`src/hw/rtl/assert_macros.svh`:
```
// Assertion macros shared by the RTL of the segment distance block.
// No dependencies; define ASSERT_OFF to compile the checks out.
`ifndef ASSERT_MACROS_SVH
`define ASSERT_MACROS_SVH
`ifndef ASSERT_OFF
`define ASSERT_ALWAYS(label, clk, rstn, cond) \
    label: assert property (@(posedge clk) disable iff (!rstn) (cond)) \
        else $error("assertion failed");
`define ASSERT_IMPLIES(label, clk, rstn, ante, cons) \
    label: assert property (@(posedge clk) disable iff (!rstn) (ante) |-> (cons)) \
        else $error("assertion failed");
`define ASSERT_NEXT(label, clk, rstn, ante, cons) \
    label: assert property (@(posedge clk) disable iff (!rstn) (ante) |=> (cons)) \
        else $error("assertion failed");
`else
`define ASSERT_ALWAYS(label, clk, rstn, cond)
`define ASSERT_IMPLIES(label, clk, rstn, ante, cons)
`define ASSERT_NEXT(label, clk, rstn, ante, cons)
`endif
`endif

```
`src/hw/rtl/ssd_pkg.sv`:
```
// Package of the segment distance block: widths, the job word that
// passes from the front end to the back end, and the geometry record.
// No dependencies.
package ssd_pkg;

    localparam int COORD_W     = 24;
    localparam int PQ_W        = 25;
    localparam int PROD_W      = COORD_W + PQ_W;
    localparam int DOT_W       = 51;
    localparam int WIDE_W      = 103;
    localparam int DIV_W       = 103;
    localparam int CFG_W       = 32;
    localparam logic [CFG_W-1:0] THR_RESET = 32'd4295;
    localparam int IN_TDATA_W  = 8 * COORD_W;
    localparam int DIST_W      = 63;
    localparam int PARAM_W     = 18;
    localparam int OUT_TDATA_W = 104;
    localparam int OUT_PAD     = OUT_TDATA_W - DIST_W - 2 * PARAM_W;
    localparam int QUEUE_DEPTH = 4;
    localparam int QPTR_W      = 2;
    localparam int QCNT_W      = 3;

    typedef struct packed {
        logic signed [COORD_W-1:0] hax;
        logic signed [COORD_W-1:0] hay;
        logic signed [COORD_W-1:0] hbx;
        logic signed [COORD_W-1:0] hby;
        logic signed [PQ_W-1:0]    pqx;
        logic signed [PQ_W-1:0]    pqy;
    } ssd_geom_t;

    typedef struct packed {
        logic signed [DOT_W-1:0] a;
        logic signed [DOT_W-1:0] b;
        logic signed [DOT_W-1:0] c;
        logic signed [DOT_W-1:0] d;
        logic signed [DOT_W-1:0] e;
    } ssd_dots_t;

    typedef struct packed {
        ssd_geom_t        geom;
        logic             par;
        logic [DIV_W-1:0] s_mag;
        logic [DIV_W-1:0] s_den;
        logic             s_neg;
        logic [DIV_W-1:0] t_mag;
        logic [DIV_W-1:0] t_den;
        logic             t_neg;
    } ssd_job_t;

endpackage

```
`src/hw/rtl/ssd_queue.sv`:
```
// Short job queue between the front end and the back end.
// Depends on ssd_pkg and assert_macros.svh.
`include "assert_macros.svh"
module ssd_queue import ssd_pkg::*; (
    input  logic     aclk,
    input  logic     aresetn,
    input  logic     push_valid,
    input  ssd_job_t push_data,
    output logic     full,
    input  logic     pop,
    output logic     pop_valid,
    output ssd_job_t pop_data
);
    logic [QPTR_W-1:0] wr_ptr_reg, rd_ptr_reg;
    logic [QCNT_W-1:0] count_reg;
    ssd_job_t          mem_reg [QUEUE_DEPTH];
    logic              push;

    assign full      = (count_reg == QCNT_W'(QUEUE_DEPTH));
    assign push      = push_valid && !full;
    assign pop_valid = (count_reg != '0);
    assign pop_data  = mem_reg[rd_ptr_reg];

    always_ff @(posedge aclk) begin
        if (push) begin
            mem_reg[wr_ptr_reg] <= push_data;
        end
    end

    always_ff @(posedge aclk) begin
        if (!aresetn) begin
            wr_ptr_reg <= '0;
            rd_ptr_reg <= '0;
            count_reg  <= '0;
        end else begin
            wr_ptr_reg <= wr_ptr_reg + QPTR_W'(push);
            rd_ptr_reg <= rd_ptr_reg + QPTR_W'(pop);
            count_reg  <= count_reg + QCNT_W'(push) - QCNT_W'(pop);
        end
    end

    `ASSERT_ALWAYS(a_count_bound, aclk, aresetn, count_reg <= QCNT_W'(QUEUE_DEPTH))
    `ASSERT_IMPLIES(a_pop_nonempty, aclk, aresetn, pop, count_reg != '0)
    `ASSERT_NEXT(a_count_up, aclk, aresetn, push && !pop, count_reg == $past(count_reg) + 1'b1)
endmodule

```
`config.mk`:
```
export PLATFORM = sky130hd
export DESIGN_NAME = ssd_queue
export DESIGN_NICKNAME = d
export VERILOG_FILES = /design/src/hw/rtl/ssd_pkg.sv /design/src/hw/rtl/ssd_queue.sv
export VERILOG_INCLUDE_DIRS = /design/src /design/src/hw/rtl
export SDC_FILE = /design/constraint.sdc
export NUM_CORES = 1
export LEC_CHECK = 0
export BUFFER_PORTS_ARGS = -buffer_cell sky130_fd_sc_hd__buf_2
export CORE_ASPECT_RATIO = 0.6
export CORE_MARGIN = 2
export CORE_UTILIZATION = 51
export DETAILED_ROUTE_END_ITERATION = 8
export PLACE_DENSITY = 0.72
export SLEW_MARGIN = 20
export SYNTH_ARGS = -nofsm -noshare
export SYNTH_HDL_FRONTEND = slang
export SYNTH_SLANG_ARGS = --single-unit
```
`constraint.sdc`:
```
create_clock -name aclk -period 81.7 [get_ports aclk]
set_input_delay 20.425 -clock aclk [delete_from_list [all_inputs] [get_ports aclk]]
set_output_delay 20.425 -clock aclk [all_outputs]
set_load 0.02 [all_outputs]
```
# == After elaboration in Yosys (flattened, before gate mapping) ==
# Memory sizes are Yosys's and may differ from the RTL's. A register that Yosys moved wholly into a read port is not among the register bits.
# Cells that the tools add are included.
# op_classes
n_addsub,4
multipliers,0
div_mod_pow,0
order_cmp,0
n_eq_ne,1
shift,0
muxes,3
n_bitwise,0
reduce_logical,3
# op_table
operator,count
$add A2 B1 Y2,2
$add A3 B1 Y3,1
$eq A3 B3 Y1 const B,1
$reduce_bool A3 Y1,1
$sub A3 B1 Y3,1
$mux W1,2
$mux W2,1
$logic_and A1 B1 Y1,1
$logic_not A1 Y1,1
# totals
reg_bits,7
latch_bits,0
ramBits,2244
romBits,0
out_inout_bits,563
elab_cells,15
n_memories,1
# memory_table
name,depth,word_bits,rd,rd_ports_with_merged_regs,write_ports,line,rtl
mem_reg,4,561,1,1,1,ssd_queue.sv:16,ssd_job_t mem_reg [QUEUE_DEPTH];

# == Depth between registers and ports, before layout ==
# logic_depth
depth_word,5
depth_mapped,8
depth_no_buf,8

# == Worst setup path after synthesis ==
# Ideal clock, no wire load.
# synth_timing
path_kind,input to register
from,input push_valid
to,"memory mem_reg[0][0] in the netlist's numbering, enable pin"
arrival_time_ns,76.299
required_time_ns,78.646
path_slack_ns,2.348
cell_stages,1
path_buffers,0
cell_sequence,nor4b_1
# synth_via
elab_chain_cells,3
# synth_rtl
element,line,rtl
from (decl),ssd_queue.sv:7,"input logic push_valid,"
$logic_and A1 B1 Y1,ssd_queue.sv:20,assign push = push_valid && !full;
$mux W1,ssd_queue.sv:25,if (push) begin
$mux W1 (implied by the code),ssd_queue.sv:26,mem_reg[wr_ptr_reg] <= push_data;
to (decl),ssd_queue.sv:16,
# No other way between the ends.

==> impl_metrics.env <==
export IMPL_cts_made_buffers=199
export IMPL_p_leak_nw=31.59
export IMPL_clock_fmax_mhz=39.46
export IMPL_synth_top_family_by_area="multiplexers"
export IMPL_fill_cells=10756
export IMPL_die_area_mm2=0.1625
export IMPL_fin_skew_ns=0.04009
export IMPL_slew_headroom=0.2092
export IMPL_crit_family="buffers and inverters"
export IMPL_worstPathCellList="buf_4 > buf_4 > buf_4 > mux4_2 > buf_2"
export IMPL_placed_area_mm2=0.08921
export IMPL_ys_seq_area_frac=0.8316
export IMPL_gp_congestion=0.7808
export IMPL_drt_vias_per_instance=5.664
export IMPL_grt_max_degree=146
export IMPL_syn_nets=3534
export IMPL_clk_pin_slew_ns=0.06
export IMPL_dr_first_iter_drc_count=3302
export IMPL_synthDistinctLibCells=21
export IMPL_clk_latency_ns=0.82
export IMPL_peakVddDrop_mv=0.02538
export IMPL_ant_nets=0
export IMPL_clock_sinks=2251
export IMPL_overflow=0
export IMPL_core_area_mm2=0.1582
export IMPL_synth_xor_area_share=0.0004931
export IMPL_syn_avg_cell_area_um2=27.40
export IMPL_largest_reg_flops=2244
export IMPL_setup_viol=0
export IMPL_cts_htree_levels=4
export IMPL_drv_slew=0
export IMPL_drv_cap=0
export IMPL_chipHeight_um=313.1
export IMPL_clock_path_buffers=4
export IMPL_cts_hold_fix_buffers=0
export IMPL_dr_pass1_iters=7
export IMPL_crit_buf_inv=4
export IMPL_synth_top_cell_area_share=0.8298
export IMPL_grt_pass1_vias=37974
export IMPL_period_minus_slack_ns=25.34
export IMPL_status="completed"
export IMPL_synth_fa_ha_area_frac=0.0008629
export IMPL_syn_area_mm2=0.08120
export IMPL_drive_gt1_frac=0.4611
export IMPL_rows=113
export IMPL_slowest_delay_ns=0.90
export IMPL_routed_wirelength_mm=177.7
export IMPL_hp_class="reg2reg"
export IMPL_fin_crit_sh=0.3102
export IMPL_crit_slowest_cell="dfxtp_4"
export IMPL_root_buffer="clkbuf_16"
export IMPL_yosys_top_cells_area="edfxtp_1 (83%), mux4_2 (16%), buf_6 (0.46%)"
export IMPL_io_pins=1128
export IMPL_worstPathArrival_ns=4.92
export IMPL_final_common_cell="edfxtp_1"
export IMPL_grt_usage=0.2141
export IMPL_p_per_area_mw_per_mm2=28.79
export IMPL_synth_seq_cells=2251
export IMPL_start_util=0.5133
export IMPL_report_final_hold_viol_count=0
export IMPL_yosysWarnings=0
export IMPL_tns_ns=0
export IMPL_crit_required_ns=61.27
export IMPL_yosys_area_top_type="edfxtp_1"
export IMPL_synth_compound_area_share=0
export IMPL_grt_pass1_wl_mm=256.1
export IMPL_synthSimpleGateAreaFrac=0.001341
export IMPL_whs_ns=0.6075
export IMPL_startpoint_type="flip-flop"
export IMPL_hpwl_mm=112.6
export IMPL_rsz0062_at_grt="false"
export IMPL_post_cts_setup_buffer_count=0
export IMPL_tightest_slew_ns=1.186
export IMPL_syn2layout_area_growth_pct=17.72
export IMPL_crit_top_cell="buf_4"
export IMPL_final_area_mm2=0.09559
export IMPL_r2r_setup_slack_ns=76.45
export IMPL_num_vias=37163
export IMPL_ctsResizeCount=0
export IMPL_crit_path_max_fanout=69
export IMPL_mostFrequentLayoutCells="edfxtp_1 (2244), buf_2 (1127), mux4_2 (561)"
export IMPL_post_drt_wl_per_cell_um=27.08
export IMPL_fp_dieW_um=519.1
export IMPL_route_detailed_drc=0
export IMPL_end_kind="primary output"
export IMPL_antenna_found_initial=101
export IMPL_critical_path_class="reg2out"
export IMPL_cts_tree="done"
export IMPL_layout_nets=4786
export IMPL_muxShareOfSynthArea=0.1556
export IMPL_portBuffers=1127
export IMPL_syn_inst=2964
[cell usage after synthesis (all sizes together)]
master / number
edfxtp: 2244
and2: 7
mux4: 561
buf: 112
and4b: 1
ha: 4
inv: 3
fa: 1
xor2: 2
nor4bb: 2
nor3b: 1
nor2b: 1
or3: 1
nor4b: 1
nand2b: 1
dfxtp: 7
clkbuf: 14
xnor3: 1
[path summary, 6_finish.rpt]
check	depth (start not counted)	to	from
worst max-delay path	5	pop_data[406]	rd_ptr_reg[1]
worst min-delay path	2	count_reg[0]	count_reg[0]
worst max register to register	8	mem_reg[2][362]	count_reg[2]
worst min register to register	2	count_reg[0]	count_reg[0]
[worst min-delay path, stage by stage, from the launching register on]
cell and delay, ns:
dfxtp_1 0.35, ha_1 0.13, and2_1 0.10
[area by class of cell]
type	count	area, µm²	share of cell area
multi-input combinational	584	12890	0.1349
sequential	2251	67530	0.7065
timing repair buffer	1177	6116	0.06398
clock buffer	240	5229	0.05470
clock inverter	117	993.5	0.01039
inverter	3	11.26	0.0001178
tap	2127	2661	0.02784
antenna	62	155.1	0.001623
[through the flow]
stage | total power, mW | std cells | worst slack (ns) | utilization
floorplan | 1.950 | 2964 | 2.348 | -
global placement | 1.870 | 6142 | 56.37 | 0.5639
detailed placement | 1.879 | 6142 | 56.34 | 0.5639
CTS | 2.779 | 6499 | 56.26 | 0.6032
global route | 2.845 | 6542 | 56.13 | 0.6039
finish | 2.753 | 6561 | 56.36 | 0.6042
[power by group]
part	internal (mW)	leakage (nW)	switching, mW
clock network	0.506	3.06	0.396
logic	0.148	7.92	0.272
registers	1.40	20.6	0.0267
total	2.06	31.6	0.695
[cell families after synthesis]
family	count (synthesis)
mux	561
xor+xnor	3
simple gates	15
buf+inv	129
flops	2251
fa+ha+maj	5
[layer usage]
layer	track usage	up-vias	wire (µm)
met2	0.3554	1467	91580
met1	0.2626	19644	64210
met3	0.06558	387	14440
met4	0.09310	60	7079
met5	0	-	398
li1	-	15605	-
(Power assumes the default switching activity.)
